==> config.mk <==
export PLATFORM = sky130hd
export DESIGN_NAME = page_table_fifo_lru_replace
export DESIGN_NICKNAME = d
export VERILOG_FILES = /design/src/hdl/ptflr_pkg.sv /design/src/hdl/page_table_fifo_lru_replace.sv /design/src/hdl/ptflr_cell.sv
export SDC_FILE = /design/constraint.sdc
export NUM_CORES = 2
export LEC_CHECK = 0
export BUFFER_PORTS_ARGS = -buffer_cell sky130_fd_sc_hd__buf_4
export CORE_ASPECT_RATIO = 1.4
export CORE_MARGIN = 10
export CORE_UTILIZATION = 61
export DETAILED_ROUTE_END_ITERATION = 10
export HOLD_SLACK_MARGIN = 0.02
export PLACE_DENSITY = 0.77
export SETUP_SLACK_MARGIN = 0.02
export SYNTH_ARGS = -nofsm -noshare
export SYNTH_HDL_FRONTEND = slang
export SYNTH_HIERARCHICAL = 1
export SYNTH_SLANG_ARGS = --single-unit
export TNS_END_PERCENT = 30
==> constraint.sdc <==
create_clock -name clock -period 17.6 [get_ports clock]
set_clock_uncertainty 0.1 [all_clocks]
set_input_delay 0.88 -clock clock [delete_from_list [all_inputs] [get_ports clock]]
set_output_delay 0.88 -clock clock [all_outputs]
set_load 0.1 [all_outputs]
==> src/hdl/ptflr_pkg.sv <==
// ----------------------------------------------------------------------------
// ptflr_pkg
// Shared types, constants and helpers for the associative page table with
// FIFO / LRU replacement.
// ----------------------------------------------------------------------------
package ptflr_pkg;

   localparam int FRAMES   = 16;
   localparam int FRAME_W  = $clog2(FRAMES);
   localparam int RANK_CAP = 2 * FRAMES - 1;
   localparam int RANK_W   = $clog2(2 * FRAMES);
   localparam int PAGE_W   = 20;
   localparam int PID_W    = 16;
   localparam int CNT_W    = 5;
   localparam int REQ_W    = 2;

   localparam logic [REQ_W-1:0] REQ_INSERT = 2'd0;
   localparam logic [REQ_W-1:0] REQ_LOOKUP = 2'd1;
   localparam logic [REQ_W-1:0] REQ_COUNT  = 2'd2;

   localparam logic MODE_FIFO = 1'b0;
   localparam logic MODE_LRU  = 1'b1;

   // partial results handed from cell to cell
   typedef struct packed {
      logic               free_found;
      logic [FRAME_W-1:0] free_idx;
      logic [RANK_W-1:0]  free_rank;
      logic               best_set;
      logic [FRAME_W-1:0] best_idx;
      logic [RANK_W-1:0]  best_rank;
      logic [PID_W-1:0]   best_owner;
      logic               hit;
      logic [CNT_W-1:0]   count;
   } scan_type;

   // request and update broadcast to every cell
   typedef struct packed {
      logic               we;
      logic               mode;
      logic [FRAME_W-1:0] slot;
      logic [RANK_W-1:0]  old_rank;
      logic [PAGE_W-1:0]  page;
      logic [PID_W-1:0]   pid;
   } bcast_type;

   function automatic logic [RANK_W-1:0] rank_inc(input logic [RANK_W-1:0] r);
      logic [RANK_W-1:0] cap;
      cap = RANK_W'(RANK_CAP);
      return (r >= cap) ? cap : r + RANK_W'(1);
   endfunction

endpackage

==> src/hdl/page_table_fifo_lru_replace.sv <==
// ----------------------------------------------------------------------------
// page_table_fifo_lru_replace
// Fully associative page table of FRAMES frames with FIFO or LRU replacement.
//
// Usage: requests enter on req_valid/req_ready (insert, lookup, count) with
// a page number and process id; exactly one result leaves per request on
// rsp_valid/rsp_ready. The replacement policy is set by csr_wr_en/csr_wr_data;
// the user writes it only while the block is idle; the block does not enforce this.
// A request walks the row of frame cells one cell per cycle, collecting the
// first free frame, the oldest frame, the hit flag and the owner count. Once
// the scan has passed the last cell and the output register is free, the DONE
// state registers the result and, for an insert, writes the frame and updates
// the ranks. No new request is taken until the block is back in idle.
// A result waiting in the output register does not block the next request;
// if the receiver still stalls when the next result is ready, the block holds
// that result and its table update until the output register frees up.
// Reset clears all valid bits and ranks and selects FIFO mode.
// ----------------------------------------------------------------------------
module page_table_fifo_lru_replace (
   input  logic                          clock,
   input  logic                          reset,
   input  logic                          csr_wr_en,
   input  logic                          csr_wr_data,
   input  logic                          req_valid,
   output logic                          req_ready,
   input  logic [ptflr_pkg::REQ_W-1:0]   req_type,
   input  logic [ptflr_pkg::PAGE_W-1:0]  req_page_number,
   input  logic [ptflr_pkg::PID_W-1:0]   req_process_id,
   output logic                          rsp_valid,
   input  logic                          rsp_ready,
   output logic                          rsp_hit,
   output logic                          rsp_evicted,
   output logic [ptflr_pkg::PID_W-1:0]   rsp_evicted_owner,
   output logic [ptflr_pkg::CNT_W-1:0]   rsp_frame_count
);

   localparam logic [1:0] ST_IDLE = 2'd0;
   localparam logic [1:0] ST_SCAN = 2'd1;
   localparam logic [1:0] ST_DONE = 2'd2;

   logic [1:0]                    state_ff, state_in;
   logic [ptflr_pkg::FRAME_W-1:0] cnt_ff, cnt_in;
   logic                          mode_ff;
   logic [ptflr_pkg::REQ_W-1:0]   type_ff;
   logic [ptflr_pkg::PAGE_W-1:0]  page_ff;
   logic [ptflr_pkg::PID_W-1:0]   pid_ff;

   logic                          rsp_valid_ff;
   logic                          hit_ff, hit_in;
   logic                          evicted_ff, evicted_in;
   logic [ptflr_pkg::PID_W-1:0]   owner_ff, owner_in;
   logic [ptflr_pkg::CNT_W-1:0]   count_ff, count_in;

   ptflr_pkg::scan_type           chain [0:ptflr_pkg::FRAMES];
   ptflr_pkg::scan_type           res;
   ptflr_pkg::bcast_type          bcast;
   logic                          out_free;
   logic                          finish;

   assign req_ready = (state_ff == ST_IDLE);
   assign out_free  = !rsp_valid_ff || rsp_ready;
   assign finish    = (state_ff == ST_DONE) && out_free;

   assign chain[0] = '0;
   assign res      = chain[ptflr_pkg::FRAMES];

   genvar gi;
   generate
      for (gi = 0; gi < ptflr_pkg::FRAMES; gi++) begin : g_cell
         ptflr_cell u_cell (
            .clock      (clock),
            .reset      (reset),
            .cell_index (ptflr_pkg::FRAME_W'(gi)),
            .bcast      (bcast),
            .scan_in    (chain[gi]),
            .scan_out   (chain[gi+1])
         );
      end
   endgenerate

   always_comb begin
      bcast.we       = finish && (type_ff == ptflr_pkg::REQ_INSERT);
      bcast.mode     = mode_ff;
      bcast.slot     = res.free_found ? res.free_idx  : res.best_idx;
      bcast.old_rank = res.free_found ? res.free_rank : res.best_rank;
      bcast.page     = page_ff;
      bcast.pid      = pid_ff;
   end

   always_comb begin
      state_in = state_ff;
      cnt_in   = cnt_ff;
      unique case (state_ff)
         ST_IDLE: begin
            if (req_valid) begin
               state_in = ST_SCAN;
               cnt_in   = '0;
            end
         end
         ST_SCAN: begin
            cnt_in = cnt_ff + ptflr_pkg::FRAME_W'(1);
            if (cnt_ff == ptflr_pkg::FRAME_W'(ptflr_pkg::FRAMES - 1)) state_in = ST_DONE;
         end
         ST_DONE: begin
            if (out_free) state_in = ST_IDLE;
         end
         default: state_in = ST_IDLE;
      endcase
   end

   always_comb begin
      hit_in     = 1'b0;
      evicted_in = 1'b0;
      owner_in   = '0;
      count_in   = '0;
      case (type_ff)
         ptflr_pkg::REQ_INSERT: begin
            evicted_in = !res.free_found;
            owner_in   = res.free_found ? '0 : res.best_owner;
         end
         ptflr_pkg::REQ_LOOKUP: hit_in   = res.hit;
         ptflr_pkg::REQ_COUNT:  count_in = res.count;
         default: ;
      endcase
   end

   always_ff @(posedge clock) begin
      if (reset) begin
         state_ff     <= ST_IDLE;
         cnt_ff       <= '0;
         mode_ff      <= ptflr_pkg::MODE_FIFO;
         rsp_valid_ff <= 1'b0;
      end else begin
         state_ff <= state_in;
         cnt_ff   <= cnt_in;
         if (csr_wr_en) mode_ff <= csr_wr_data;
         if (finish) rsp_valid_ff <= 1'b1;
         else if (rsp_ready) rsp_valid_ff <= 1'b0;
      end
   end

   always_ff @(posedge clock) begin
      if (req_valid && req_ready) begin
         type_ff <= req_type;
         page_ff <= req_page_number;
         pid_ff  <= req_process_id;
      end
      if (finish) begin
         hit_ff     <= hit_in;
         evicted_ff <= evicted_in;
         owner_ff   <= owner_in;
         count_ff   <= count_in;
      end
   end

   assign rsp_valid         = rsp_valid_ff;
   assign rsp_hit           = hit_ff;
   assign rsp_evicted       = evicted_ff;
   assign rsp_evicted_owner = owner_ff;
   assign rsp_frame_count   = count_ff;

endmodule

==> src/hdl/ptflr_cell.sv <==
// ----------------------------------------------------------------------------
// ptflr_cell
// One frame of the page table: valid, page, owner and rank, plus one
// registered stage of the scan that walks the row of frames.
// ----------------------------------------------------------------------------
module ptflr_cell (
   input  logic                          clock,
   input  logic                          reset,
   input  logic [ptflr_pkg::FRAME_W-1:0] cell_index,
   input  ptflr_pkg::bcast_type          bcast,
   input  ptflr_pkg::scan_type           scan_in,
   output ptflr_pkg::scan_type           scan_out
);

   logic                          valid_ff, valid_in;
   logic [ptflr_pkg::PAGE_W-1:0]  page_ff;
   logic [ptflr_pkg::PID_W-1:0]   owner_ff;
   logic [ptflr_pkg::RANK_W-1:0]  rank_ff, rank_in;
   ptflr_pkg::scan_type           scan_ff, scan_in_next;
   logic                          own_match;
   logic                          sel;

   assign own_match = valid_ff && (owner_ff == bcast.pid);
   assign sel       = bcast.we && (bcast.slot == cell_index);

   always_comb begin
      scan_in_next = scan_in;
      if (!scan_in.free_found && !valid_ff) begin
         scan_in_next.free_found = 1'b1;
         scan_in_next.free_idx   = cell_index;
         scan_in_next.free_rank  = rank_ff;
      end
      if (!scan_in.best_set || (rank_ff > scan_in.best_rank)) begin
         scan_in_next.best_set   = 1'b1;
         scan_in_next.best_idx   = cell_index;
         scan_in_next.best_rank  = rank_ff;
         scan_in_next.best_owner = owner_ff;
      end
      if (own_match && (page_ff == bcast.page)) begin
         scan_in_next.hit = 1'b1;
      end
      if (own_match) begin
         scan_in_next.count = scan_in.count + ptflr_pkg::CNT_W'(1);
      end
   end

   always_comb begin
      valid_in = valid_ff;
      rank_in  = rank_ff;
      if (bcast.we) begin
         if (sel) begin
            valid_in = 1'b1;
            rank_in  = (bcast.mode == ptflr_pkg::MODE_LRU) ?
                       ptflr_pkg::RANK_W'(0) : ptflr_pkg::RANK_W'(1);
         end else if (bcast.mode == ptflr_pkg::MODE_LRU) begin
            if (rank_ff <= bcast.old_rank) rank_in = ptflr_pkg::rank_inc(rank_ff);
         end else begin
            if (rank_ff != ptflr_pkg::RANK_W'(0)) rank_in = ptflr_pkg::rank_inc(rank_ff);
         end
      end
   end

   always_ff @(posedge clock) begin
      if (reset) begin
         valid_ff <= 1'b0;
         rank_ff  <= '0;
      end else begin
         valid_ff <= valid_in;
         rank_ff  <= rank_in;
      end
   end

   always_ff @(posedge clock) begin
      if (sel) begin
         page_ff  <= bcast.page;
         owner_ff <= bcast.pid;
      end
      scan_ff <= scan_in_next;
   end

   assign scan_out = scan_ff;

endmodule

==> summary.txt <==
Status
  • Status: complete, no violations

Layout
  • Finished Cell Area: around 73000 um2
  • Layout cells sized above 1: 12.8%
  • Antenna Cells: 0
  • Area added between synthesis and finish: 11.2%
  • Nets: 6337

GRT
  • First-pass GRT wire length: 239000 um
  • Gr usage total: about a quarter
  • Largest net degree at the start of global routing: 94
  • Initial antenna violation count: 0
  • Number of global-route vias before repair: 45668
  • Total grt overflow: 0

Timing
  • Worst-margin pin slew: about 1.2 ns
  • RSZ-0062 raised after global routing: no
  • Relative slew slack: about 18%
  • Final period util: 24.2%
  • Final Critical Period: about 4.3 ns
  • Setup TNS: 0 ns
  • Fin. Hold Viols: 0
  • Max Fclk: 0.234 GHz
  • Max-slew violation count: 0
  • Final setup viols: 0

CTS
  • Cts repair resizes: 0
  • Total CTS buffers: 135
  • CTS H-Tree Depth: 4
  • Reg clk slew, reported paths: approximately 0.06 ns
  • Hold_buf cts: 0
  • CTS max path bufs: 3
  • CTS sink count: approximately 1400
  • Setup Fix Bufs, Post-CTS: 0
  • Root Buffer: clkbuf_16
  • Later-pin clock latency in the skew report: roughly 0.76 ns
  • CTS tree: built

Placed design
  • Dpl hpwl: 99200 um
  • Cell Area, Placed: 68900 um2
  • IO Port Bufs: ~70
  • GPL Wtd Cong: between 0.8 and 0.9

Setup path
  • Kind of critical path: reg -> reg
  • Arrival @ worst endpoint: about 4.8 ns
  • Required time of the critical path: approximately 18 ns
  • CP Cell Sequence: nand2b_1 -> nor2b_2 -> buf_4 -> nor3b_2 -> buf_4 -> buf_4 -> and3_2 -> o221ai_1 -> a2111oi_2
  • Crit path top cell by count: buf_4
  • Delay-heaviest family, CP: simple AND/OR/NAND/NOR gates
  • CP max stage cell: and3_2
  • CP startpoint: state_ff[0]$_SDFFE_PP0P_
  • Slowest stage delay, CP: 1.04 ns
  • CP Buf/Inv Count: 3
  • Critical R2R Launch: state_ff[0]$_SDFFE_PP0P_
  • CP max FO: just under 60
  • Critical Path End Type: flip-flop
  • Startpoint Class: flip-flop

Routing
  • Post-DR wirelength/cell: approximately 20 um
  • Vias: 45144
  • Post-route ant nets: 0
  • Pre-antenna DRT Iters: 6
  • Routed vias/inst: between 5 and 6
  • Drc violations: 0
  • WL final: 149000 um
  • First DRT Iteration DRCs: between 2000 and 3000

Floorplanning
  • Row count: 142
  • Effective utilization at floorplan: roughly 62%
  • Die height: roughly 400 um
  • Num ports: between 60 and 70
  • Die ar.: approximately 120000 um2
  • Die W: 298 um
  • Core area: roughly 110000 um2

Power and ir drop
  • Leakage: 26.2 nW
  • Power per Cell Area: ~95 nW/um2
  • Worst vdd ir: about 0.000096 V

Synthesis
  • Synthesized instance count: 5727
  • Synthesized area per cell: 11.5 um2
  • Synthesized area: around 66000 um2
  • Warnings, synthesis: 6

Hold path
  • Hold path start: req_page_number[1]
  • Hold Crit Class: in -> reg

Run
  • Max-cap violation count: 0
flip-flops by register name (all words and copies together) (netlist names), 2 cells and up:
signal,cells
g_cell.u_cell/owner_ff,256
cnt_ff,4
rsp_frame_count,5
g_cell.u_cell/page_ff,320
g_cell.u_cell/rank_ff,80
page_ff,20
rsp_evicted_owner,16
type_ff,2
pid_ff,16
g_cell.u_cell/scan_out,671
state_ff,2
g_cell.u_cell/valid_ff,16
layout by cell type (no fill, tap or decap), types with 238 or more instances in the layout:
| cell type | count |
|---|---|
| inv_1 | 238 |
| nand2_1 | 396 |
| nor2b_1 | 252 |
| a31oi_1 | 278 |
| xnor2_1 | 428 |
| dfxtp_1 | 774 |
| o2111ai_1 | 275 |
| mux2_2 | 261 |
| edfxtp_1 | 637 |
| o211ai_1 | 260 |
| xor2_1 | 276 |
| conb_1 | 354 |
worst register-to-register path, delay by kind of cell (launching register included):
family / cells / cell delay (ns)
compound gates: 2 / 0.70
buf+inv: 3 / 1.27
simple gates: 4 / 1.69
flops: 1 / 0.38
cell type report:
class | count | area (um2)
inverters | 242 | 908
well taps | 1440 | 1800
repair buffers | 167 | 1250
fillers | 7912 | 33900
multi-input cells | 4110 | 30300
flip-flops and latches | 1412 | 34600
clock buffers | 193 | 3950
clock inverters | 56 | 598
per-stage QoR:
stage / cells / utilization [%] / power (mW) / worst slack, ns / hold WS [ns]
6_report: 7620 / 68.4 / 6.96 / 13.33 / 0.196
3_5_place_dp: 7371 / 64.2 / 4.09 / 12.86 / 0.294
4_1_cts: 7620 / 68.4 / 7.01 / 13.35 / 0.130
5_1_grt: 7620 / 68.4 / 7.19 / 12.98 / 0.149
3_3_place_gp: 7371 / 64.2 / 4.07 / 12.97 / 0.296
2_1_floorplan: 6064 / - / 3.96 / 8.95 / 0.282
per-layer routing:
| layer | up-vias | global-route usage [%] | routed length (um) |
|---|---|---|---|
| li1 | 21572 | - | - |
| met1 | 21818 | 25.0 | 55400 |
| met2 | 1318 | 45.1 | 80000 |
| met3 | 436 | 3.68 | 6310 |
| met4 | 0 | 13.3 | 7590 |
| met5 | - | 0 | 0 |
path summary, 6_finish.rpt:
check | to | slack [ns] | cells after the start
setup / recovery | g_cell[3].u_cell/rank_ff[2]$_SDFFE_PP0P_ | 13.33 | 9
hold reg to reg | g_cell[9].u_cell/scan_out[5]$_SDFF_PP1_ | 0.30 | 1
hold / removal | page_ff[1]$_DFFE_PP_ | 0.20 | 1
setup reg to reg | g_cell[3].u_cell/rank_ff[2]$_SDFFE_PP0P_ | 13.33 | 9
where the power goes:
| group | internal, mW | leakage, nW | total, mW | switching, mW |
|---|---|---|---|---|
| Clock | 1.71 | 2.23 | 2.94 | 1.23 |
| Sequential | 3.53 | 12.2 | 3.57 | 0.0353 |
| Combinational | 0.179 | 11.8 | 0.457 | 0.278 |
Note: power is estimated with default switching activity, not from simulation.
